[src/rtl/assert_macros.svh]
// Assertion macros for the tokenizer RTL.
`ifndef ASSERT_MACROS_SVH
`define ASSERT_MACROS_SVH

// Condition that must hold at every clock edge out of reset.
`define CSVT_ASSERT_ALWAYS(lbl, cond, msg) \
    lbl: assert property (@(posedge clk) disable iff (!rst_n) (cond)) else $error(msg);

// Condition that must hold in the cycle after the trigger.
`define CSVT_ASSERT_NEXT(lbl, trig, cond, msg) \
    lbl: assert property (@(posedge clk) disable iff (!rst_n) (trig) |=> (cond)) \
        else $error(msg);

`endif

[src/rtl/csvt_pkg.sv]
// Types and constants of the CSV line tokenizer.
package csvt_pkg;

    localparam int MAX_FIELDS = 255;
    localparam int FIELD_CAP_INT = (MAX_FIELDS < 255) ? MAX_FIELDS : 255;
    localparam logic [7:0] FIELD_CAP = 8'(FIELD_CAP_INT);
    localparam logic [7:0] DELIM_RESET = 8'd44;

    typedef struct packed {
        logic [7:0] in_byte;
        logic       end_of_input;
    } csvt_in_t;

    typedef struct packed {
        logic       has_byte;
        logic [7:0] out_byte;
        logic       field_end;
        logic       record_end;
        logic       input_done;
        logic [7:0] field_number;
    } csvt_out_t;

    // Result of one step: whether a word goes out, and that word.
    typedef struct packed {
        logic      emit;
        csvt_out_t word;
    } csvt_step_res_t;

endpackage

[src/rtl/csvt_step.sv]
// Parse state and per-byte transition logic of the tokenizer.
`include "assert_macros.svh"

module csvt_step
    import csvt_pkg::*;
(
    input  logic           clk,
    input  logic           rst_n,
    input  logic           advance,
    input  csvt_in_t       word,
    input  logic [7:0]     delimiter,
    output csvt_step_res_t res
);

    localparam logic [2:0] ST_DELIM  = 3'd0;
    localparam logic [2:0] ST_QUOTED = 3'd1;
    localparam logic [2:0] ST_QUOTE1 = 3'd2;
    localparam logic [2:0] ST_QESC   = 3'd3;
    localparam logic [2:0] ST_SIMPLE = 3'd4;
    localparam logic [2:0] ST_SESC   = 3'd5;

    localparam logic [7:0] CH_LF    = 8'h0A;
    localparam logic [7:0] CH_CR    = 8'h0D;
    localparam logic [7:0] CH_QUOTE = 8'h22;
    localparam logic [7:0] CH_BSL   = 8'h5C;
    localparam logic [7:0] CH_N     = 8'h6E;
    localparam logic [7:0] CH_T     = 8'h74;
    localparam logic [7:0] CH_TAB   = 8'h09;

    logic [2:0] state_reg, state_next;
    logic       open_reg, open_next;
    logic [7:0] count_reg, count_next;

    logic [2:0] st;
    logic [7:0] c;
    logic [7:0] esc_byte;
    logic       do_end;
    logic       do_next;
    logic       emit;
    logic       has;
    logic [7:0] obyte;
    logic       fend;
    logic       rend;
    logic       done;

    assign c = word.in_byte;

    always_comb
    begin
        if (c == CH_N)
        begin
            esc_byte = CH_LF;
        end
        else if (c == CH_T)
        begin
            esc_byte = CH_TAB;
        end
        else
        begin
            esc_byte = c;
        end
    end

    // Unused codes behave as between fields.
    assign st = (state_reg > ST_SESC) ? ST_DELIM : state_reg;

    always_comb
    begin
        state_next = state_reg;
        open_next  = open_reg;
        do_end     = 1'b0;
        do_next    = 1'b0;
        emit       = 1'b0;
        has        = 1'b0;
        obyte      = c;
        fend       = 1'b0;
        rend       = 1'b0;
        done       = 1'b0;

        if (word.end_of_input)
        begin
            emit   = 1'b1;
            done   = 1'b1;
            do_end = 1'b1;
            fend   = (st != ST_DELIM);
            rend   = (st != ST_DELIM) || open_reg;
        end
        else
        begin
            unique case (st)
                ST_QUOTED:
                begin
                    priority if (c == CH_QUOTE)
                    begin
                        state_next = ST_QUOTE1;
                    end
                    else if (c == CH_BSL)
                    begin
                        state_next = ST_QESC;
                    end
                    else
                    begin
                        emit = 1'b1;
                        has  = 1'b1;
                    end
                end
                ST_QUOTE1:
                begin
                    priority if (c == CH_LF)
                    begin
                        emit   = 1'b1;
                        fend   = 1'b1;
                        rend   = 1'b1;
                        do_end = 1'b1;
                    end
                    else if (c == CH_QUOTE)
                    begin
                        state_next = ST_QUOTED;
                        emit       = 1'b1;
                        has        = 1'b1;
                    end
                    else if (c == CH_CR)
                    begin
                        state_next = ST_SIMPLE;
                    end
                    else if (c == delimiter)
                    begin
                        emit    = 1'b1;
                        fend    = 1'b1;
                        do_next = 1'b1;
                    end
                    else
                    begin
                        state_next = ST_SIMPLE;
                        emit       = 1'b1;
                        has        = 1'b1;
                    end
                end
                ST_QESC:
                begin
                    state_next = ST_QUOTED;
                    emit       = 1'b1;
                    has        = 1'b1;
                    obyte      = esc_byte;
                end
                ST_SESC:
                begin
                    state_next = ST_SIMPLE;
                    emit       = 1'b1;
                    has        = 1'b1;
                    obyte      = esc_byte;
                end
                ST_SIMPLE:
                begin
                    priority if (c == CH_LF)
                    begin
                        emit   = 1'b1;
                        fend   = 1'b1;
                        rend   = 1'b1;
                        do_end = 1'b1;
                    end
                    else if (c == CH_CR)
                    begin
                        state_next = ST_SIMPLE;
                    end
                    else if (c == CH_BSL)
                    begin
                        state_next = ST_SESC;
                    end
                    else if (c == delimiter)
                    begin
                        emit    = 1'b1;
                        fend    = 1'b1;
                        do_next = 1'b1;
                    end
                    else
                    begin
                        emit = 1'b1;
                        has  = 1'b1;
                    end
                end
                default:
                begin
                    priority if (c == CH_LF)
                    begin
                        emit   = 1'b1;
                        fend   = 1'b1;
                        rend   = 1'b1;
                        do_end = 1'b1;
                    end
                    else if (c == CH_CR)
                    begin
                        state_next = ST_DELIM;
                    end
                    else if (c == CH_QUOTE)
                    begin
                        state_next = ST_QUOTED;
                        open_next  = 1'b1;
                    end
                    else if (c == CH_BSL)
                    begin
                        state_next = ST_SESC;
                        open_next  = 1'b1;
                    end
                    else if (c == delimiter)
                    begin
                        emit    = 1'b1;
                        fend    = 1'b1;
                        do_next = 1'b1;
                    end
                    else
                    begin
                        state_next = ST_SIMPLE;
                        open_next  = 1'b1;
                        emit       = 1'b1;
                        has        = 1'b1;
                    end
                end
            endcase
        end

        count_next = count_reg;
        if (do_end)
        begin
            state_next = ST_DELIM;
            open_next  = 1'b0;
            count_next = 8'd0;
        end
        else if (do_next)
        begin
            state_next = ST_DELIM;
            open_next  = 1'b1;
            if (count_reg < FIELD_CAP)
            begin
                count_next = count_reg + 8'd1;
            end
        end
    end

    always_comb
    begin
        res.emit              = emit;
        res.word.has_byte     = has;
        res.word.out_byte     = has ? obyte : 8'd0;
        res.word.field_end    = fend;
        res.word.record_end   = rend;
        res.word.input_done   = done;
        res.word.field_number = count_reg;
    end

    always_ff @(posedge clk or negedge rst_n)
    begin
        if (!rst_n)
        begin
            state_reg <= ST_DELIM;
            open_reg  <= 1'b0;
            count_reg <= 8'd0;
        end
        else if (advance)
        begin
            state_reg <= state_next;
            open_reg  <= open_next;
            count_reg <= count_next;
        end
    end

    `CSVT_ASSERT_ALWAYS(a_count_cap, count_reg <= FIELD_CAP, "field count above cap")
    `CSVT_ASSERT_ALWAYS(a_count_open, (count_reg == 8'd0) || open_reg, "fields counted with no record open")
    `CSVT_ASSERT_NEXT(a_eoi_clears, advance && word.end_of_input, (state_reg == ST_DELIM) && !open_reg && (count_reg == 8'd0), "state not cleared after end of input")

endmodule

[src/rtl/csv_line_tokenizer.sv]
// Top level of the CSV line tokenizer: input register, step logic, result register.
// Bytes wait in the input register, result words in the result register. One byte
// per cycle unless the output stalls; the input register feeds one step of the
// parse state machine in csvt_step, and the result register decouples the output
// side. Bytes that only change state (quotes, backslash, CR) yield no result word.
// Reset (rst_n low, asynchronous): pipeline empty, parse state between fields,
// no record open, field count zero, delimiter back to comma.
module csv_line_tokenizer
    import csvt_pkg::*;
(
    input  logic       clk,
    input  logic       rst_n,
    // input bytes
    input  logic       item_valid,
    output logic       item_ready,
    input  csvt_in_t   item,
    // result words
    output logic       result_valid,
    input  logic       result_ready,
    output csvt_out_t  result,
    // delimiter write
    input  logic       cfg_valid,
    output logic       cfg_ready,
    input  logic [7:0] cfg_data
);

    // Input register stage.
    logic           s1_valid_reg;
    csvt_in_t       s1_word_reg;
    logic           s1_fire;

    // Result register stage.
    logic           out_valid_reg;
    csvt_out_t      out_word_reg;

    logic [7:0]     delim_reg;
    csvt_step_res_t step_res;

    // The staged byte steps the parser whenever the result register is free
    // or being drained this cycle, whether or not it yields a word.
    assign s1_fire    = s1_valid_reg && (!out_valid_reg || result_ready);
    assign item_ready = !s1_valid_reg || s1_fire;
    assign cfg_ready  = 1'b1;

    always_ff @(posedge clk or negedge rst_n)
    begin
        if (!rst_n)
        begin
            delim_reg <= DELIM_RESET;
        end
        else if (cfg_valid)
        begin
            delim_reg <= cfg_data;
        end
    end

    always_ff @(posedge clk or negedge rst_n)
    begin
        if (!rst_n)
        begin
            s1_valid_reg <= 1'b0;
        end
        else if (item_ready)
        begin
            s1_valid_reg <= item_valid;
        end
    end

    always_ff @(posedge clk)
    begin
        if (item_valid && item_ready)
        begin
            s1_word_reg <= item;
        end
    end

    csvt_step u_step (
        .clk       (clk),
        .rst_n     (rst_n),
        .advance   (s1_fire),
        .word      (s1_word_reg),
        .delimiter (delim_reg),
        .res       (step_res)
    );

    always_ff @(posedge clk or negedge rst_n)
    begin
        if (!rst_n)
        begin
            out_valid_reg <= 1'b0;
        end
        else if (s1_fire)
        begin
            out_valid_reg <= step_res.emit;
        end
        else if (result_ready)
        begin
            out_valid_reg <= 1'b0;
        end
    end

    always_ff @(posedge clk)
    begin
        if (s1_fire && step_res.emit)
        begin
            out_word_reg <= step_res.word;
        end
    end

    assign result_valid = out_valid_reg;
    assign result       = out_word_reg;

endmodule
[config.mk]
export PLATFORM = sky130hd
export DESIGN_NAME = csv_line_tokenizer
export DESIGN_NICKNAME = d
export VERILOG_FILES = /design/src/rtl/csvt_pkg.sv /design/src/rtl/csvt_step.sv /design/src/rtl/csv_line_tokenizer.sv
export VERILOG_INCLUDE_DIRS = /design/src /design/src/rtl
export SDC_FILE = /design/constraint.sdc
export NUM_CORES = 1
export LEC_CHECK = 0
export BUFFER_PORTS_ARGS = -buffer_cell sky130_fd_sc_hd__buf_2
export CAP_MARGIN = 20
export CORE_MARGIN = 1.5
export CORE_UTILIZATION = 33
export DETAILED_ROUTE_END_ITERATION = 12
export GPL_ROUTABILITY_DRIVEN = 0
export PLACE_DENSITY_LB_ADDON = 0.05
export RECOVER_POWER = 100
export SKIP_CTS_REPAIR_TIMING = 1
export SYNTH_ARGS = -nofsm -noshare
export SYNTH_HDL_FRONTEND = slang
export SYNTH_SLANG_ARGS = --single-unit
[constraint.sdc]
create_clock -name clk -period 3.5 [get_ports clk]
set_clock_uncertainty 0.2 [all_clocks]
set_input_delay 0.35 -clock clk [delete_from_list [all_inputs] [get_ports clk]]
set_output_delay 0.35 -clock clk [all_outputs]
set_load 0.01 [all_outputs]
==> impl_metrics.ini <==
[run_status]
status = finished clean

[critical_path]
critPathMaxFanout = 8
largest_incremental_delay_on_the_critical_path_ns = 0.71
start_kind = flop
worstPathCellList = or3_1, nor3_4, nor4_1, o21ai_0, a221oi_1, o41ai_2
endpoint_kind = flop
critical_setup_path_kind = flop to flop
timing.critical_path.required_ns = 3.47
timing.critical_path.arrival_ns = 2.94
critical-path-slowest-cell = sky130_fd_sc_hd__nor4_1

[synthesis]
share_of_the_yosys_chip_area_belonging_to_registers_pct = 49.1
syn-num-nets = 286
ys_warnings = 0
number_of_enable_flip_flop_cells_after_synthesis = 29
ys_async_sr_fraction_pct = 43.1
synth-seq-cells = 51
synth_flop_cell = sky130_fd_sc_hd__edfxtp_1
synthesis.instances = 263
yosysUniqueCellTypes = 67
synth.avg_cell_area_um2 = 11.0
synth.cell_area_mm2 = 0.00290

[clocking]
clock_tree.root_cell = sky130_fd_sc_hd__clkbuf_8
cts_htree_levels = 2
cts.sink_count = 51
clkTransAtPathRegs_ns = 0.10
clockBufferDepth = 2
clk-insertion-delay-late_ns = 0.30
tritoncts = yes
cts_inserted_buffers = 5

[sta]
slew_viol_final = 0
setup_violations = 0
min_period_ns = 2.97
clock.fmax_mhz = 336
max-slew-margin-rel_pct = 14.6
finalCritPeriodShare_pct = 84.9
grt_setup_unrepaired = no
setup-tns-final_ns = 0
finalHoldViolCount = 0
setup_ws_ns = 0.528
timing_worst_slew_pin_value_ns = 1.28

[floorplan]
floorplan.die_area_mm2 = 0.00936
core_mm2 = 0.00864
rows = 34
chipWidth_um = 96.8
floorplan.die.height_um = 96.8
initial_utilization_pct = 33.6
ioPinCount = 45

[cells_and_area]
post_route_cells_drive_above_1_share_pct = 17.0
antenna_cells = 0
core_occupancy_in_the_finished_layout_pct = 36.7
final_cell_area_mm2 = 0.00317
largest_register_ffs = 20
area.growth.synth_to_final_pct = 9.27
layout.area.seq_mm2 = 0.00143
fillCellCount = 865
multiInputGateArea_mm2 = 0.00127
net_count_reported_at_finish = 322

[power]
pwr-share-clk_pct = 18.2
static_leakage_nw = 1.18
worst_ir_drop_vdd_uv = 179
combinational_fraction_of_design_power_pct = 33.5
power.net_switching_uw = 689
seq_power_share_pct = 48.3
power-per-cell-area_mw_per_mm2 = 587
internal-power_mw = 1.17
netSwitchingFraction_pct = 37.0

[detailed_routing]
routed_wl_um = 6310
wire_per_inst_um = 15.5
first_iter_violations = 122
remaining_drc_errors = 0
routed_via_density = 5.25
final_antenna_net_count = 0
dr_total_vias = 2140
drt-pass1-iter-count = 4

[placed_design]
dp_worst_setup_slack_ns = 0.794
io_buffer_count = 43
placed_area_mm2 = 0.00316
detailed_place_hpwl_um = 4720

[run]
timing.max_cap.violations = 0

[grt]
global_route_wire_length_before_repair_um = 10400
first_global_vias = 2044
gr-total-overflow = 0
grt_antenna_before_repair = 0
largest_net_degree_at_the_start_of_global_routing = 23
grt.total_usage_pct = 13.9

[hold_path]
hold_crit_class = primary input to flop
==> routing by layer <==
| layer | track usage [%] | share of wire, % |
|---|---|---|
| met5 | 0 | 0 |
| met4 | 4.57 | 0.97 |
| met1 | 18.6 | 47 |
| met2 | 22.6 | 47 |
| met3 | 2.60 | 4.7 |
==> final cells by class <==
type,instances,area share [%]
clock buffers,5,2.17
repair buffers,48,6.95
well taps,108,4.26
flip-flops and latches,51,44.9
clock inverters,3,0.552
inverters,9,1.07
multi-input cells,184,40.1
==> kinds of logic after synthesis <==
kind of cell | after synthesis | share of synthesized area (%)
buffers and inverters | 28 | 5.65
and+or+nand+nor | 99 | 20.5
muxes | 10 | 3.84
DFF | 51 | 49.1
adders and majority gates | 1 | 0.431
xor gates and xnor gates | 9 | 2.72
other | 1 | 0.129
AOI/OAI and AO/OA | 64 | 17.6
==> critical path, delay by kind of cell, from the launching register on <==
family,cells,cell delay [ns]
AOI/OAI and AO/OA,3,0.95
DFF,1,0.56
and+or+nand+nor,3,1.13
==> power groups by stage <==
stage | combinational (mW) | clock (mW) | sequential (mW)
final | 0.624 | 0.339 | 0.898
after global routing | 0.694 | 0.382 | 0.920
after CTS | 0.687 | 0.359 | 0.897
after detailed placement | 0.682 | 0 | 0.910
after global placement | 0.692 | 0 | 0.911
after floorplan | 0.474 | 0 | 0.904
==> cells in the final DEF, fill, tap and decap left out, types with 8 or more instances in the layout <==
cell type and n:
sky130_fd_sc_hd__edfxtp_1 29, sky130_fd_sc_hd__nand2_1 27, sky130_fd_sc_hd__nor2_1 24, sky130_fd_sc_hd__clkbuf_1 24
sky130_fd_sc_hd__buf_2 20, sky130_fd_sc_hd__dfrtp_1 19, sky130_fd_sc_hd__inv_1 9, sky130_fd_sc_hd__a21oi_1 9
sky130_fd_sc_hd__o21ai_0 9, sky130_fd_sc_hd__mux2_2 9, sky130_fd_sc_hd__nand3_1 8, sky130_fd_sc_hd__xor2_1 8
==> metrics by stage <==
step / total power, mW / hold WS (ns) / instances
floorplan: 1.38 / -0.146 / 263
global placement: 1.60 / 0.176 / 399
detailed placement: 1.59 / 0.171 / 399
CTS: 1.94 / -0.168 / 407
global route: 2.00 / 0.00141 / 408
finish: 1.86 / 0.0174 / 408
==> final timing paths <==
| kind | endpoint | from | slack [ns] | depth (start not counted) |
|---|---|---|---|---|
| min in group asynchronous | u_step.count_reg[5] | rst_n | 0.64 | 2 |
| setup / recovery | u_step.state_reg[2] | s1_word_reg[5] | 0.53 | 6 |
| hold reg to reg | u_step.open_reg | u_step.open_reg | 0.31 | 2 |
| setup reg to reg | u_step.state_reg[2] | s1_word_reg[5] | 0.53 | 6 |
| max in group asynchronous | delim_reg[7] | rst_n | 1.69 | 2 |
| hold / removal | s1_word_reg[7] | item[7] | 0.02 | 1 |
==> Yosys cell counts (all sizes together) (3+ instances only) <==
library cell	instances	area share, %
o21a	4	1.0
nor3	5	1.4
nor4	3	1.2
nand2b	3	0.65
mux2	9	3.5
o31ai	6	1.6
and2	4	0.86
inv	9	1.2
or4	4	1.0
o211ai	5	1.8
dfrtp	19	16
nand4bb	3	1.7
xor2	8	2.4
nand2	27	3.5
clkbuf	6	0.78
edfxtp	29	30
a31oi	3	0.65
nor2	24	3.2
a21oi	9	1.6
nand3	8	1.4
o21ai	11	1.9
buf	13	3.7
dfstp	3	2.7
a211oi	3	0.95
a21boi	5	1.3
No activity file was read; power rests on OpenSTA's default activity.
